--- config.mk ---
export PLATFORM = sky130hd
export DESIGN_NAME = interlocked_button_pair_debounce
export DESIGN_NICKNAME = d
export VERILOG_FILES = /design/src/ibpd_pkg.sv /design/src/interlocked_button_pair_debounce.sv
export SDC_FILE = /design/constraint.sdc
export NUM_CORES = 1
export LEC_CHECK = 0
export BUFFER_PORTS_ARGS = -buffer_cell sky130_fd_sc_hd__buf_2
export CORE_MARGIN = 8
export CORE_UTILIZATION = 45
export DETAILED_ROUTE_END_ITERATION = 7
export PLACE_DENSITY_LB_ADDON = 0.1
export REMOVE_ABC_BUFFERS = 1
export SLEW_MARGIN = 0
export SYNTH_ARGS = -nofsm -noshare
export SYNTH_HDL_FRONTEND = slang
export SYNTH_SLANG_ARGS = --single-unit
--- constraint.sdc ---
create_clock -name clk_i -period 5.6 [get_ports clk_i]
set_input_delay 0.28 -clock clk_i [delete_from_list [all_inputs] [get_ports clk_i]]
set_output_delay 0.28 -clock clk_i [all_outputs]
set_load 0.05 [all_outputs]
--- src/ibpd_pkg.sv ---
// Shared types, codes and reset values for the interlocked button pair debouncer.
// Used by the top level; depends on nothing else.
`timescale 1ns / 1ps
`default_nettype none

package ibpd_pkg;

  // Counter width default and register reset values.
  localparam int unsigned CountWidthDefault = 16;
  localparam int unsigned DelayWidth        = 16;
  localparam logic [DelayWidth-1:0] DelayReset = 16'd10;

  // Configuration register indexes.
  localparam logic RegDebounceDelay = 1'b0;
  localparam logic RegLocalMode     = 1'b1;

  // Event codes.
  localparam logic [1:0] EvOpenReleased  = 2'd0;
  localparam logic [1:0] EvOpenPressed   = 2'd1;
  localparam logic [1:0] EvCloseReleased = 2'd2;
  localparam logic [1:0] EvClosePressed  = 2'd3;

  // Action codes.
  localparam logic [1:0] ActEmergencyStop = 2'd0;
  localparam logic [1:0] ActValveClose    = 2'd1;
  localparam logic [1:0] ActValveOpen     = 2'd2;

  // One result item as it waits in the output queue.
  typedef struct packed {
    logic       last_event;
    logic [1:0] action_code;
    logic       action_valid;
    logic [1:0] event_code;
  } result_t;

  // Builds a result item; action fields apply only in local mode.
  function automatic result_t make_result(input logic [1:0] code, input logic local_mode,
                                          input logic last);
    result_t r;
    r.event_code   = code;
    r.action_valid = local_mode;
    r.last_event   = last;
    r.action_code  = ActEmergencyStop;
    if (local_mode) begin
      if (code == EvOpenPressed) begin
        r.action_code = ActValveClose;
      end else if (code == EvClosePressed) begin
        r.action_code = ActValveOpen;
      end
    end
    return r;
  endfunction

endpackage

`default_nettype wire

--- src/interlocked_button_pair_debounce.sv ---
// Top level of the interlocked open/close button debouncer with its output queue.
// Depends on ibpd_pkg for codes, reset values and the result type.
`timescale 1ns / 1ps
`default_nettype none

// Each accepted request is one sampled tick of the open and close button levels.
// A tick is taken at once: both debouncers update in the cycle of acceptance
// and the zero, one or two events it causes go into a four-entry output queue,
// which drains one event per cycle while the output side is ready. The input
// side is ready whenever the queue has room for two events, so ticks are
// accepted every cycle as long as the output side takes events about as fast
// as they appear. When both buttons flip on the same tick, the open event comes
// first and only the second carries tlast. Holding both buttons freezes both
// debouncers. Configuration writes take effect at the next clock edge.
module interlocked_button_pair_debounce #(
  parameter int unsigned COUNT_WIDTH = ibpd_pkg::CountWidthDefault
) (
  input  wire logic                            clk_i,
  input  wire logic                            rst_ni,
  // Configuration write port.
  input  wire logic                            cfg_we_i,
  input  wire logic                            cfg_index_i,
  input  wire logic [ibpd_pkg::DelayWidth-1:0] cfg_data_i,
  // Tick input.
  input  wire logic                            s_axis_tvalid,
  output      logic                            s_axis_tready,
  input  wire logic [7:0]                      s_axis_tdata,  // [0] open_button, [1] close_button
  // Event output.
  output      logic                            m_axis_tvalid,
  input  wire logic                            m_axis_tready,
  // [1:0] event_code, [2] action_valid, [4:3] action_code
  output      logic [7:0]                      m_axis_tdata,
  output      logic                            m_axis_tlast
);

  localparam int unsigned CmpWidth =
      (COUNT_WIDTH > ibpd_pkg::DelayWidth) ? COUNT_WIDTH : ibpd_pkg::DelayWidth;
  localparam int unsigned QDepth = 4;
  localparam int unsigned PtrW   = 2;

  // Configuration registers.
  logic [ibpd_pkg::DelayWidth-1:0] delay_q;
  logic                            local_q;

  always_ff @(posedge clk_i or negedge rst_ni) begin
    if (!rst_ni) begin
      delay_q <= ibpd_pkg::DelayReset;
      local_q <= 1'b0;
    end else if (cfg_we_i) begin
      unique case (cfg_index_i)
        ibpd_pkg::RegDebounceDelay: delay_q <= cfg_data_i;
        ibpd_pkg::RegLocalMode:     local_q <= cfg_data_i[0];
        default: ;
      endcase
    end
  end

  // Debouncer state.
  logic                   open_deb_q, open_deb_d, close_deb_q, close_deb_d;
  logic [COUNT_WIDTH-1:0] open_cnt_q, open_cnt_d, close_cnt_q, close_cnt_d;

  logic accept;
  logic op, cl, examine;
  logic [COUNT_WIDTH-1:0] open_inc, close_inc;
  logic open_fire, close_fire;

  assign accept  = s_axis_tvalid && s_axis_tready;
  assign op      = s_axis_tdata[0];
  assign cl      = s_axis_tdata[1];
  assign examine = !op || !cl;
  assign open_inc  = open_cnt_q + COUNT_WIDTH'(1);
  assign close_inc = close_cnt_q + COUNT_WIDTH'(1);

  // A button fires when its level has differed long enough.
  assign open_fire  = examine && (op != open_deb_q) &&
                      (CmpWidth'(open_inc) >= CmpWidth'(delay_q));
  assign close_fire = examine && (cl != close_deb_q) &&
                      (CmpWidth'(close_inc) >= CmpWidth'(delay_q));

  // Next debouncer state for the open button.
  always_comb begin
    open_deb_d = open_deb_q;
    open_cnt_d = open_cnt_q;
    if (accept && examine) begin
      if (op != open_deb_q) begin
        if (open_fire) begin
          open_cnt_d = '0;
          open_deb_d = op;
        end else begin
          open_cnt_d = open_inc;
        end
      end else begin
        open_cnt_d = '0;
      end
    end
  end

  // Next debouncer state for the close button.
  always_comb begin
    close_deb_d = close_deb_q;
    close_cnt_d = close_cnt_q;
    if (accept && examine) begin
      if (cl != close_deb_q) begin
        if (close_fire) begin
          close_cnt_d = '0;
          close_deb_d = cl;
        end else begin
          close_cnt_d = close_inc;
        end
      end else begin
        close_cnt_d = '0;
      end
    end
  end

  always_ff @(posedge clk_i or negedge rst_ni) begin
    if (!rst_ni) begin
      open_deb_q  <= 1'b0;
      open_cnt_q  <= '0;
      close_deb_q <= 1'b0;
      close_cnt_q <= '0;
    end else begin
      open_deb_q  <= open_deb_d;
      open_cnt_q  <= open_cnt_d;
      close_deb_q <= close_deb_d;
      close_cnt_q <= close_cnt_d;
    end
  end

  // Events of this tick, open first, tlast on the final one.
  ibpd_pkg::result_t res_open, res_close, slot0, slot1;
  logic [1:0]        push_n;

  assign res_open  = ibpd_pkg::make_result(op ? ibpd_pkg::EvOpenPressed
                                              : ibpd_pkg::EvOpenReleased,
                                           local_q, !close_fire);
  assign res_close = ibpd_pkg::make_result(cl ? ibpd_pkg::EvClosePressed
                                              : ibpd_pkg::EvCloseReleased,
                                           local_q, 1'b1);
  assign slot0  = open_fire ? res_open : res_close;
  assign slot1  = res_close;
  assign push_n = accept ? ({1'b0, open_fire} + {1'b0, close_fire}) : 2'd0;

  // Output queue: up to two writes and one read per cycle.
  ibpd_pkg::result_t q_mem [QDepth];
  logic [PtrW-1:0]   wr_ptr_q, rd_ptr_q;
  logic [PtrW:0]     fill_q, fill_d;
  logic              pop;

  assign pop           = m_axis_tvalid && m_axis_tready;
  assign m_axis_tvalid = (fill_q != '0);
  assign s_axis_tready = (fill_q <= (PtrW+1)'(QDepth - 2));
  assign fill_d        = fill_q + (PtrW+1)'(push_n) - (PtrW+1)'(pop);

  always_ff @(posedge clk_i) begin
    if (push_n != 2'd0) begin
      q_mem[wr_ptr_q] <= slot0;
    end
    if (push_n == 2'd2) begin
      q_mem[wr_ptr_q + PtrW'(1)] <= slot1;
    end
  end

  always_ff @(posedge clk_i or negedge rst_ni) begin
    if (!rst_ni) begin
      wr_ptr_q <= '0;
      rd_ptr_q <= '0;
      fill_q   <= '0;
    end else begin
      wr_ptr_q <= wr_ptr_q + PtrW'(push_n);
      rd_ptr_q <= rd_ptr_q + PtrW'(pop);
      fill_q   <= fill_d;
    end
  end

  // Output payload from the queue head.
  ibpd_pkg::result_t head;
  assign head         = q_mem[rd_ptr_q];
  assign m_axis_tdata = {3'b000, head.action_code, head.action_valid, head.event_code};
  assign m_axis_tlast = head.last_event;

endmodule

`default_nettype wire
# Word-level counts from Yosys, hierarchy flattened

Memory sizes are Yosys's and may differ from the RTL's.
Cells that the tools add are included.

Bits of input ports: 30
RAM bits: 24
Memories kept: 1
Logic and storage cells: 64
Output and inout bits: 11
Register bits after elaboration: 58

Bitwise gates (word level): 1
Add/sub/neg operators: 8
Reductions and logical operators: 17
Order comparisons: 3
Equality and inequality tests: 7
Muxes and demuxes: 18

Memory list:

| name  | words | width | read ports | clocked after Yosys merged registers in | wr ports | RTL line                                | text |
|---|---|---|---|---|---|---|---|
| q_mem | 4     | 6     | 1          | 0                                       | 2        | interlocked_button_pair_debounce.sv:145 | `ibpd_pkg::result_t q_mem [QDepth];` |

Operator list:

| cell                                                                  | number |
|---|---|
| 16-bit two-way mux                                                    | 4 |
| 16-bit by 1-bit adder with 16-bit output, second input constant       | 2 |
| 16-bit greater-or-equal comparator                                    | 2 |
| 2-bit two-way mux                                                     | 7 |
| 1-bit logical AND                                                     | 7 |
| 1-bit two-way mux                                                     | 6 |
| 6-bit two-way mux                                                     | 1 |
| 3-bit AND reduction                                                   | 2 |
| 2-bit == test, second input constant                                  | 2 |
| 2-bit AND reduction                                                   | 2 |
| 3-bit by 2-bit adder with 3-bit output                                | 1 |
| 3-bit by 2-bit <= comparator with 1-bit output, second input constant | 1 |
| 1-bit logical NOT                                                     | 3 |
| 3-bit nonzero test                                                    | 1 |
| 3-bit by 1-bit subtractor with 3-bit output                           | 1 |
| 1-bit by 1-bit adder with 2-bit output                                | 1 |
| 2-bit by 1-bit adder with 2-bit output                                | 1 |
| 2-bit by 1-bit adder with 2-bit output, second input constant         | 1 |
| 2-bit adder                                                           | 1 |
| 1-bit by 2-bit == test with 1-bit output, second input constant       | 1 |
| 2-bit by 1-bit == test with 1-bit output, second input constant       | 1 |
| 1-bit != test                                                         | 2 |
| 2-bit nonzero test                                                    | 1 |
| 1-bit == test, second input constant                                  | 1 |
| other kinds (2)                                                       | 2 |

# Longest topological paths before layout

Gate-level depths: netlist (run 1).

Depth after elaboration: 9
Mapped depth: 19
Mapped depth without buffers: 17

# Worst setup path before layout (run 1)

No wires, ideal clock.

Path kind: register to register
Start: register open_cnt_q[2]
End: memory q_mem[1][0] in the netlist's numbering, enable pin
Slack: 1.209 ns
Arrival time: 4.084 ns
Required time: 5.293 ns
Buffers on the path: 2
Cell stages (with the launch flop): 19
Cell sequence: dfrtp_1 -> and3_1 -> and3_1 -> clkbuf_1 -> and3_1 -> and3_1 -> xor2_1 -> ha_1 -> nand4_1 -> nor4_1 -> a32oi_1 -> and3_1 -> o21ba_2 -> buf_6 -> ha_1 -> nand3_1 -> or2_2 -> nor3_1 -> nand2b_1

RTL lines:

| element                | RTL line                                | text |
|---|---|---|
| start, declared        | interlocked_button_pair_debounce.sv:60  | `logic [COUNT_WIDTH-1:0] open_cnt_q, open_cnt_d, close_cnt_q, close_cnt_d;` |
| start signal, assigned | interlocked_button_pair_debounce.sv:124 | `open_cnt_q <= open_cnt_d;` |
| end, declared          | interlocked_button_pair_debounce.sv:145 |  |

==> results of run 1 <==
==> logic make-up after synthesis <==
group,Yosys count,synth area share
adders and majority gates,41,0.102
DFF,82,0.403
muxes,9,0.0331
and+or+nand+nor,205,0.198
other,1,0.000735
AOI/OAI and AO/OA,120,0.156
buffers and inverters,57,0.0512
xor gates and xnor gates,33,0.0566
==> layout make-up <==
type                       count  area (sq um)
inverter                      29           109
clock buffer                  16           272
multi-input combinational    411          2800
tap                          143           179
timing repair buffer          37           200
fill                        1054          5610
sequential                    82          2050
==> worst max-delay path, stage by stage, from the launching register on <==
cell and delay (ns):
sky130_fd_sc_hd__dfrtp_1 0.43, sky130_fd_sc_hd__and3_1 0.21, sky130_fd_sc_hd__and3_1 0.28, sky130_fd_sc_hd__and3_1 0.28, sky130_fd_sc_hd__and3_1 0.23, sky130_fd_sc_hd__xor2_1 0.09, sky130_fd_sc_hd__ha_1 0.30, sky130_fd_sc_hd__nand4_1 0.17
sky130_fd_sc_hd__nor4_1 0.36, sky130_fd_sc_hd__a32oi_1 0.15, sky130_fd_sc_hd__and3_1 0.32, sky130_fd_sc_hd__o21ba_2 0.43, sky130_fd_sc_hd__ha_1 0.37, sky130_fd_sc_hd__and4b_1 0.39, sky130_fd_sc_hd__nand3_1 0.22, sky130_fd_sc_hd__nand2_1 0.24
==> registers in the layout, summed over array words and instances (netlist names) <==
name	count
open_cnt_q	16
close_deb_q	1
q_mem	24
open_deb_q	1
rd_ptr_q	2
local_q	1
close_cnt_q	16
wr_ptr_q	2
fill_q	3
delay_q	16
==> per-layer routing <==
| metal | up-vias | GRT usage |
|---|---|---|
| li1 | 2001 | - |
| met1 | 1903 | 0.209 |
| met2 | 67 | 0.271 |
| met3 | 11 | 0.0308 |
| met4 | 0 | 0.0640 |
| met5 | - | 0 |
==> placed cells by master (no fill, tap or decap), drive strengths merged, types with 7 or more instances in the layout <==
master  synthesis  layout
nand2b         13      13
nand2          73      73
and2            7       7
dfxtp          12      12
nand4           7       7
a21oi          28      28
edfxtp         12      12
xor2           14      14
buf            10      37
nor3            7       7
dfrtp          56      56
and3           13      13
xnor2          19      19
inv            29      29
ha             40      40
or3             9       9
nand3          34      34
a31oi          15      15
o21ai          32      32
nor2           26      26
clkbuf         18      16
==> metrics by stage <==
step                hold WS [ns]  area (sq um)   util
floorplan                -0.0156          4960      -
global placement           0.454          5340  0.476
detailed placement         0.459          5340  0.476
CTS                        0.134          5610  0.500
global route               0.154          5610  0.500
finish                    0.0879          5610  0.500
==> worst paths after layout <==
check / end / start / slack (ns) / cells after the start
max reg2reg: q_mem[0][2] / open_cnt_q[2] / 0.82 / 15
min reg2reg: q_mem[1][3] / q_mem[1][3] / 0.47 / 2
min: close_cnt_q[13] / rst_ni / 0.09 / 2
min in group clk_i: delay_q[14] / cfg_data_i[14] / 0.14 / 3
max: q_mem[0][2] / open_cnt_q[2] / 0.82 / 15
max in group asynchronous: open_cnt_q[12] / rst_ni / 4.97 / 2
==> power groups by stage <==
stage / registers (mW) / clock network (mW) / logic (mW)
4_1_cts: 0.742 / 0.570 / 0.446
2_1_floorplan: 0.728 / 0 / 0.337
3_3_place_gp: 0.748 / 0 / 0.432
5_1_grt: 0.752 / 0.597 / 0.498
6_report: 0.739 / 0.554 / 0.441
3_5_place_dp: 0.753 / 0 / 0.444
==> load_flow_metrics.sql, run 1 <==
INSERT INTO impl_metrics (metric_group, metric, value, unit) VALUES
('floorplanning', 'core_area', '0.0112', 'sq mm'),
('timing', 'tightest_slew', '1.08', 'ns'),
('floorplanning', 'starting_density', '0.455', ''),
('route', 'route.detailed.vias_per_inst', '5.55', ''),
('pwr', 'power_frac_clock', '0.319', ''),
('worst_setup_path', 'timing.critical_path.arrival', '4.82', 'ns'),
('logic_synthesis', 'synth-warning-count', '0', ''),
('timing', 'timing.final.crit_share', '0.854', ''),
('timing', 'fin_ws', '0.819', 'ns'),
('route', 'mean_routed_wirelength_per_cell', '15.9', 'um'),
('cts', 'clock-sinks', '82', ''),
('cts', 'cts_tree', 'done', ''),
('pwr', 'finalPower', '1.73', 'mW'),
('floorplanning', 'die_area', '0.0150', 'sq mm'),
('floorplanning', 'placement_rows', '39', ''),
('pwr', 'internal-power', '1.16', 'mW'),
('cells_and_area', 'insertedDiodeCount', '0', ''),
('cells_and_area', 'instances_no_fill', '718', ''),
('cts', 'htreeDepth', '3', ''),
('logic_synthesis', 'synth_largest_area_cell', 'sky130_fd_sc_hd__dfrtp_1', ''),
('worst_setup_path', 'endpoint_kind', 'register', ''),
('pwr', 'power.static_leakage', '2.58', 'nW'),
('logic_synthesis', 'mappedNetlistArea', '0.00510', 'sq mm'),
('worst_setup_path', 'critical_path.startpoint_type', 'register', ''),
('global_route', 'grt_first_pass_wirelength', '19.5', 'mm'),
('timing', 'fin_worst_skew', '0.00738', 'ns'),
('job', 'maxCapViolations', '0', ''),
('pwr', 'p_sw_frac', '0.333', ''),
('cts', 'cts.reportedPaths.clkPinSlew', '0.06', 'ns'),
('logic_synthesis', 'synth.most_common_cell', 'sky130_fd_sc_hd__nand2_1', ''),
('worst_setup_path', 'path_class', 'reg2reg', ''),
('cts', 'postCtsResizedCells', '0', ''),
('timing', 'setup_viol', '0', ''),
('route', 'dr.pass1.iters', '5', ''),
('route', 'totalWireLength', '11.4', 'mm'),
('timing', 'hold_violations', '0', ''),
('route', 'drc', '0', ''),
('pwr', 'powerDensity', '309', 'mW/mm^2'),
('pwr', 'power_frac_comb', '0.254', ''),
('timing', 'timing_max_transition_violations_final', '0', ''),
('placed_design', 'gpl.final_weighted_congestion', '0.830', ''),
('global_route', 'grt_antenna_before_repair', '0', ''),
('pwr', 'vdd_ir_drop_max', '0.184', 'mV'),
('worst_setup_path', 'critPathMaxFanout', '12', ''),
('logic_synthesis', 'netlist-cell-type-count', '60', ''),
('timing', 'max_slew_margin', '0.277', ''),
('worst_setup_path', 'worstPathRequired', '5.64', 'ns'),
('logic_synthesis', 'synth_seq_area_share', '0.403', ''),
('cts', 'hold_buffers', '0', ''),
('logic_synthesis', 'synthesis.area_per_instance', '9.31', 'sq um'),
('logic_synthesis', 'synth.ff_latch_count', '82', ''),
('route', 'route.antenna.remaining_nets', '0', ''),
('timing', 'rsz0062_at_grt', 'no', ''),
('logic_synthesis', 'netlist_top_cells_area', 'sky130_fd_sc_hd__dfrtp_1 (27%), sky130_fd_sc_hd__ha_1 (9.8%), sky130_fd_sc_hd__edfxtp_1 (7.1%)', ''),
('route', 'dr.max_layer_used', 'met4', ''),
('cts', 'clockRootBuffer', 'sky130_fd_sc_hd__clkbuf_16', ''),
('placed_design', 'place.detailed.hpwl', '8.42', 'mm'),
('global_route', 'grt_pass1_vias', '3969', ''),
('logic_synthesis', 'ys_async_sr_fraction', '0.707', ''),
('floorplanning', 'io-pin-count', '41', ''),
('route', 'initialDrtViolationCount', '298', ''),
('run_status', 'status', 'finished clean', ''),
('cts', 'clock_tree.buffer_depth', '2', ''),
('logic_synthesis', 'postSynthCellCount', '548', ''),
('timing', 'timing.fmax', '0.209', 'GHz'),
('cells_and_area', 'areaGrowthSynthToFinish', '9.96', '%'),
('logic_synthesis', 'count_of_flip_flops_with_a_built_in_enable_after_synthesis', '12', ''),
('global_route', 'globalRouteOverflowTotal', '0', ''),
('timing', 'period_minus_slack', '4.78', 'ns'),
('cells_and_area', 'share_of_post_route_cells_with_drive_strength_above_1', '0.118', ''),
('floorplanning', 'die_w', '122', 'um');
No activity file was read; power rests on OpenSTA's default activity.
==> inputs of run 2 (changes only) <==
--- a/config.mk
+++ b/config.mk
@@ -5,10 +5,10 @@
 export SDC_FILE = /design/constraint.sdc
 export NUM_CORES = 1
 export LEC_CHECK = 0
-export BUFFER_PORTS_ARGS = -buffer_cell sky130_fd_sc_hd__buf_2
 export CORE_MARGIN = 8
 export CORE_UTILIZATION = 45
 export DETAILED_ROUTE_END_ITERATION = 7
+export DONT_BUFFER_PORTS = 1
 export PLACE_DENSITY_LB_ADDON = 0.1
 export REMOVE_ABC_BUFFERS = 1
 export SLEW_MARGIN = 0
==> run 2 against run 1 <==
Effect of this change:
- utilization decreased by 1.1 points
- largest cell class unchanged
- critical path depth is 1 lower
- largest power group unchanged
- clock-buffer cell count fell by 2
- sequential cell count did not move
- highest routed layer unchanged
- hold slack lost 0.042 ns
- first-iteration DRC count decreased by 14%
==> load_flow_metrics.sql, run 2 (synthesis gave the netlist of run 1 again) <==
INSERT INTO impl_metrics (metric_group, metric, value, unit) VALUES
('floorplanning', 'floorplan.die.height', '122', 'um'),
('cells_and_area', 'insertedDiodeCount', '0', ''),
('placed_design', 'dp.cells', '668', ''),
('global_route', 'globalRouteOverflowTotal', '0', ''),
('route', 'route.antenna.remaining_nets', '0', ''),
('cells_and_area', 'layout_commonest_cell', 'sky130_fd_sc_hd__nand2_1', ''),
('worst_setup_path', 'cp_cell_sequence', 'ha_1, nand3_1, nor3_1, nand3_1, xnor2_1, ha_1, nand4_1, o311ai_1, nor2_1, a21oi_1, ha_1, and4b_1, nand3_1, nand2_1', ''),
('worst_setup_path', 'worst_setup_path_startpoint', 'close_cnt_q[0]', ''),
('worst_setup_path', 'critPathSlowestCell', 'sky130_fd_sc_hd__o311ai_1', ''),
('worst_setup_path', 'reg2regPathDepth', '14', ''),
('timing', 'max_slew_margin', '0.309', ''),
('worst_setup_path', 'critPathMaxFanout', '9', ''),
('worst_setup_path', 'regToRegSetupSlack', '0.72', 'ns'),
('global_route', 'met3_usage', '0.0350', ''),
('pwr', 'power.static_leakage', '2.46', 'nW'),
('timing', 'rsz0062_at_grt', 'no', ''),
('pwr', 'internal-power', '1.15', 'mW'),
('global_route', 'use_met2', '0.257', ''),
('cells_and_area', 'largest_reg_flops', '24', ''),
('pwr', 'total_switching_power', '0.572', 'mW'),
('pwr', 'p_sw_frac', '0.332', ''),
('floorplanning', 'placement_rows', '39', ''),
('worst_setup_path', 'crit_path_max_incr_delay', '0.58', 'ns'),
('floorplanning', 'core_area', '0.0112', 'sq mm'),
('cells_and_area', 'areaGrowthSynthToFinish', '7.45', '%'),
('worst_setup_path', 'path_class', 'reg2reg', ''),
('pwr', 'power_frac_clock', '0.331', ''),
('timing', 'timing.final.crit_share', '0.872', ''),
('cts', 'clk_latency', '0.34', 'ns'),
('floorplanning', 'io-pin-count', '41', ''),
('worst_setup_path', 'timing.critical_path.arrival', '4.92', 'ns'),
('timing', 'finalSetupTns', '0', 'ns'),
('global_route', 'gr-usage-all-layers', '0.159', ''),
('cts', 'htreeDepth', '3', ''),
('timing', 'timing_max_transition_violations_final', '0', ''),
('route', 'dr.pass1.iters', '4', ''),
('floorplanning', 'die_area', '0.0150', 'sq mm'),
('job', 'maxCapViolations', '0', ''),
('floorplanning', 'die_w', '122', 'um'),
('cts', 'cts.reportedPaths.clkPinSlew', '0.06', 'ns'),
('pwr', 'seqPwrFrac', '0.426', ''),
('cts', 'clock-sinks', '82', ''),
('cells_and_area', 'top_register', 'q_mem', ''),
('cts', 'hold_buffers', '2', ''),
('global_route', 'grt_pass1_vias', '3800', ''),
('pwr', 'vdd_ir_drop_max', '0.139', 'mV'),
('route', 'mean_routed_wirelength_per_cell', '16.3', 'um'),
('cts', 'postCtsResizedCells', '0', ''),
('run_status', 'status', 'finished clean', ''),
('worst_setup_path', 'critical_path.reg2reg.startpoint', 'close_cnt_q[0]', ''),
('global_route', 'grt_start_max_net_pins', '59', ''),
('cells_and_area', 'share_of_post_route_cells_with_drive_strength_above_1', '0.0700', ''),
('pwr', 'powerDensity', '315', 'mW/mm^2'),
('placed_design', 'place.detailed.hpwl', '8.19', 'mm'),
('timing', 'hold_violations', '0', ''),
('route', 'totalWireLength', '11.2', 'mm'),
('route', 'initialDrtViolationCount', '255', ''),
('pwr', 'finalPower', '1.73', 'mW'),
('placed_design', 'gpl.final_weighted_congestion', '0.861', ''),
('worst_setup_path', 'reg2reg_to', 'q_mem[0][2]', ''),
('cts', 'cts_buffers', '9', ''),
('cts', 'post-cts-setup-buffers', '0', ''),
('cts', 'cts_tree', 'done', ''),
('worst_setup_path', 'critical_path.startpoint_type', 'register', ''),
('timing', 'fin_worst_skew', '0.00792', 'ns'),
('cells_and_area', 'most_used_cells_in_the_layout_excluding_fill_and_tap_cells', 'sky130_fd_sc_hd__nand2_1 (73), sky130_fd_sc_hd__dfrtp_1 (56), sky130_fd_sc_hd__ha_1 (40)', ''),
('global_route', 'grt_antenna_before_repair', '0', ''),
('cts', 'clock_tree.buffer_depth', '2', ''),
('cells_and_area', 'instances_no_fill', '686', ''),
('placed_design', 'io_buffers', '0', ''),
('cts', 'clockRootBuffer', 'sky130_fd_sc_hd__clkbuf_16', ''),
('timing', 'tightest_slew', '1.03', 'ns'),
('timing', 'timing.fmax', '0.205', 'GHz'),
('hold_path', 'min_path_type', 'in2reg', ''),
('global_route', 'grt_first_pass_wirelength', '18.7', 'mm'),
('pwr', 'power_frac_comb', '0.243', ''),
('worst_setup_path', 'endpoint_kind', 'register', ''),
('timing', 'period_minus_slack', '4.88', 'ns'),
('cells_and_area', 'num-nets-final', '609', ''),
('global_route', 'most_used_routing_layer', 'met2', ''),
('route', 'drc', '0', ''),
('route', 'dr_total_vias', '3837', ''),
('floorplanning', 'starting_density', '0.455', ''),
('timing', 'setup_viol', '0', ''),
('worst_setup_path', 'worstPathRequired', '5.64', 'ns'),
('global_route', 'grt_util_met1', '0.201', ''),
('route', 'route.detailed.vias_per_inst', '5.59', ''),
('worst_setup_path', 'crit_path_end', 'q_mem[0][2]', '');
-- run 2: cell count changes in the layout (fill, tap and decap cells not counted) --
cell | before | now
sky130_fd_sc_hd__clkbuf_8 | 2 | 3
sky130_fd_sc_hd__buf_2 | 31 | 0
sky130_fd_sc_hd__clkbuf_1 | 5 | 2
sky130_fd_sc_hd__clkinv_2 | 0 | 2
sky130_fd_sc_hd__dlygate4sd3_1 | 0 | 1
sky130_fd_sc_hd__buf_16 | 0 | 1
sky130_fd_sc_hd__buf_4 | 6 | 3
-- run 2: how the worst min path moves through the flow --
stage,start,end,slack [ns],depth (start not counted)
finish,cfg_data_i[1],delay_q[1],0.05,2
global route,cfg_data_i[9],delay_q[9],0.05,2
CTS,cfg_data_i[1],delay_q[1],0.04,2
detailed placement,rst_ni,close_cnt_q[15],-0.01,0
global placement,rst_ni,close_cnt_q[15],-0.01,0
floorplan,rst_ni,close_cnt_q[0],-0.02,0
-- run 2: metrics by stage --
stage | setup WS (ns) | cell area [sq um] | hold WS (ns) | util
2_1_floorplan | 1.18 | 4960 | -0.0156 | -
3_3_place_gp | 0.719 | 5160 | -0.0134 | 0.460
3_5_place_dp | 0.666 | 5160 | -0.0138 | 0.460
4_1_cts | 0.653 | 5480 | 0.0365 | 0.489
5_1_grt | 0.220 | 5480 | 0.0548 | 0.489
6_report | 0.719 | 5480 | 0.0463 | 0.489
-- run 2: power groups by stage --
stage,clock (mW),sequential [mW],combinational [mW]
floorplan,0,0.728,0.337
global placement,0,0.748,0.401
detailed placement,0,0.750,0.413
CTS,0.590,0.739,0.426
global route,0.611,0.746,0.476
finish,0.571,0.736,0.420
-- run 2: area by class of cell --
cell class	count	area (sq um)
clock buffer	14	274
clock inverter	2	10.0
fill	1047	5740
inverter	29	109
multi-input combinational	411	2800
sequential	82	2050
tap	143	179
timing repair buffer	5	60.1
-- run 2: layer usage --
layer / up-vias / part of all wire
li1: 1937 / -
met1: 1810 / 0.47
met2: 73 / 0.47
met3: 17 / 0.042
met4: 0 / 0.021
met5: - / 0
-- run 2: worst max-delay path: cells and delay by family, from the launching register on --
| kind | cells | cell delay [ns] |
|---|---|---|
| and+or+nand+nor | 8 | 2.24 |
| adders and majority gates | 3 | 0.92 |
| DFF | 1 | 0.41 |
| AOI/OAI and AO/OA | 2 | 0.81 |
| xor gates and xnor gates | 1 | 0.19 |
==> inputs of run 3 (changes only) <==
==> constraint.sdc (replaced) <==
create_clock -name clk_i -period 5.6 [get_ports clk_i]
set_input_delay 0.56 -clock clk_i [delete_from_list [all_inputs] [get_ports clk_i]]
set_output_delay 0.56 -clock clk_i [all_outputs]
set_load 0.05 [all_outputs]
==> run 3 against run 2 <==
Effect of this change:
- final cell count is 0.15% higher
- die area stayed put
- setup slack better by 0.097 ns
- power is 6.2% higher
- wire length is 1.8% higher
- first-iteration DRC count is 16% higher
==> load_flow_metrics.sql, run 3 (synthesis gave the netlist of run 1 again) <==
INSERT INTO impl_metrics (metric_group, metric, value, unit) VALUES
('run_status', 'status', 'finished clean', ''),
('worst_setup_path', 'timing.critical_path.mode_cell', 'sky130_fd_sc_hd__and3_1', ''),
('pwr', 'power.static_leakage', '2.49', 'nW'),
('cells_and_area', 'layout_commonest_cell', 'sky130_fd_sc_hd__nand2_1', ''),
('worst_setup_path', 'worstPathRequired', '5.64', 'ns'),
('timing', 'timing.final.crit_share', '0.854', ''),
('cts', 'post-cts-setup-buffers', '0', ''),
('cts', 'clockRootBuffer', 'sky130_fd_sc_hd__clkbuf_16', ''),
('pwr', 'powerDensity', '331', 'mW/mm^2'),
('cells_and_area', 'areaGrowthSynthToFinish', '8.63', '%'),
('cells_and_area', 'most_used_cells_in_the_layout_excluding_fill_and_tap_cells', 'sky130_fd_sc_hd__nand2_1 (73), sky130_fd_sc_hd__dfrtp_1 (56), sky130_fd_sc_hd__ha_1 (40)', ''),
('cells_and_area', 'share_of_post_route_cells_with_drive_strength_above_1', '0.0772', ''),
('global_route', 'grt_start_max_net_pins', '57', ''),
('route', 'initialDrtViolationCount', '295', ''),
('route', 'totalWireLength', '11.4', 'mm'),
('cts', 'cts_buffers', '9', ''),
('cells_and_area', 'fin_util', '0.494', ''),
('timing', 'finalSetupTns', '0', 'ns'),
('route', 'route.detailed.vias_per_inst', '5.63', ''),
('timing', 'period_minus_slack', '4.78', 'ns'),
('placed_design', 'gpl.final_weighted_congestion', '0.820', ''),
('hold_path', 'min_path_type', 'in2async', ''),
('floorplanning', 'io-pin-count', '41', ''),
('timing', 'tightest_slew', '1.05', 'ns'),
('job', 'maxCapViolations', '0', ''),
('worst_setup_path', 'cp_buf_inv_count', '0', ''),
('floorplanning', 'die_area', '0.0150', 'sq mm'),
('cells_and_area', 'num-nets-final', '610', ''),
('worst_setup_path', 'crit_path_max_incr_delay', '0.43', 'ns'),
('timing', 'timing_max_transition_violations_final', '0', ''),
('route', 'dr_total_vias', '3865', ''),
('route', 'mean_routed_wirelength_per_cell', '16.6', 'um'),
('placed_design', 'place.detailed.hpwl', '8.20', 'mm'),
('floorplanning', 'die_w', '122', 'um'),
('global_route', 'globalRouteOverflowTotal', '0', ''),
('floorplanning', 'starting_density', '0.455', ''),
('worst_setup_path', 'endpoint_kind', 'register', ''),
('floorplanning', 'floorplan.die.height', '122', 'um'),
('cells_and_area', 'fill_cells', '1064', ''),
('cells_and_area', 'largest_reg_flops', '24', ''),
('timing', 'fin_worst_skew', '0.00902', 'ns'),
('route', 'route.antenna.remaining_nets', '0', ''),
('cts', 'clock-sinks', '82', ''),
('cts', 'cts_tree', 'done', ''),
('placed_design', 'io_buffers', '0', ''),
('floorplanning', 'core_area', '0.0112', 'sq mm'),
('worst_setup_path', 'critPathMaxFanout', '12', ''),
('worst_setup_path', 'path_class', 'reg2reg', ''),
('timing', 'timing.fmax', '0.209', 'GHz'),
('global_route', 'grt_pass1_vias', '3794', ''),
('pwr', 'vdd_ir_drop_max', '0.197', 'mV'),
('cts', 'cts.reportedPaths.clkPinSlew', '0.06', 'ns'),
('cts', 'clock_tree.buffer_depth', '2', ''),
('worst_setup_path', 'timing.critical_path.arrival', '4.83', 'ns'),
('global_route', 'grt_antenna_before_repair', '0', ''),
('global_route', 'grt_first_pass_wirelength', '18.9', 'mm'),
('worst_setup_path', 'cp_cell_sequence', 'and3_1, and3_1, and3_1, and3_1, xor2_1, ha_1, nand4_1, nor4_1, a32oi_1, and3_1, o21ba_2, ha_1, nand3_1, or2_2, nor3_1, nand2b_1', ''),
('cts', 'htreeDepth', '3', ''),
('worst_setup_path', 'critical_path.startpoint_type', 'register', ''),
('worst_setup_path', 'critPathSlowestCell', 'sky130_fd_sc_hd__dfrtp_1', ''),
('timing', 'hold_violations', '0', ''),
('timing', 'setup_viol', '0', ''),
('global_route', 'gr-usage-all-layers', '0.161', ''),
('floorplanning', 'placement_rows', '39', ''),
('route', 'drc', '0', ''),
('cells_and_area', 'top_register', 'q_mem', ''),
('timing', 'max_slew_margin', '0.297', ''),
('timing', 'rsz0062_at_grt', 'no', ''),
('cts', 'clk_latency', '0.35', 'ns'),
('route', 'dr.pass1.iters', '7', ''),
('cells_and_area', 'insertedDiodeCount', '0', ''),
('worst_setup_path', 'timing.critical_path.max_delay_family', 'simple AND/OR/NAND/NOR gates', '');
-- run 3: changes by cell type in the layout (fill, tap and decap cells not counted), sizes merged --
| cell | before | now |
|---|---|---|
| clkbuf | 14 | 12 |
| bufinv | 0 | 2 |
| clkinv | 2 | 1 |
| dlygate4sd3 | 1 | 0 |
| buf | 4 | 6 |
| clkinvlp | 0 | 1 |
-- run 3: routing by layer --
layer	vias up	part of all wire	GRT usage
met5	-	0	0
met4	0	0.027	0.0830
met3	23	0.047	0.0350
met2	62	0.45	0.251
met1	1838	0.47	0.207
li1	1942	-	-
-- run 3: worst paths after layout --
kind                               start            end  cells past startpoint  slack [ns]
setup reg to reg           open_cnt_q[2]    q_mem[1][0]                     16        0.82
min in group clk_i         cfg_data_i[1]     delay_q[1]                      2        0.33
hold reg to reg              q_mem[1][3]    q_mem[1][3]                      2        0.47
max in group asynchronous         rst_ni  open_cnt_q[7]                      1        5.27
hold / removal                    rst_ni     delay_q[1]                      0        0.05
setup / recovery           open_cnt_q[2]    q_mem[1][0]                     16        0.82
-- run 3: what timing repair did --
| item | CTS | global route |
|---|---|---|
| hold buffers | 1 | 0 |
| endpoints found under the hold margin | 56 | 0 |
| resized for setup | 0 | 0 |
| endpoints found under the setup margin | 0 | 0 |
-- run 3: layout make-up --
type,count,area (sq um),area share
multi-input cells,411,2800,0.505
flip-flops and latches,82,2050,0.371
clock buffers,12,267,0.0481
well taps,143,179,0.0323
inverters,29,109,0.0196
clock inverters,4,72.6,0.0131
repair buffers,6,65.1,0.0117
-- run 3: stage by stage --
stage	setup slack (ns)	power (mW)	instances	hold WS [ns]	cell area, sq um
after CTS	0.805	1.86	687	0.0357	5540
after global placement	0.817	1.15	670	0.266	5180
after floorplan	1.18	1.06	522	0.264	4960
after global routing	0.421	1.94	687	0.0353	5540
after detailed placement	0.811	1.17	670	0.266	5180
final	0.816	1.83	687	0.0533	5540
-- run 3: power breakdown --
part	internal (mW)	switching (mW)	leakage, nW
registers	0.661	0.0763	0.988
logic	0.158	0.266	1.34
clock network	0.426	0.246	0.165
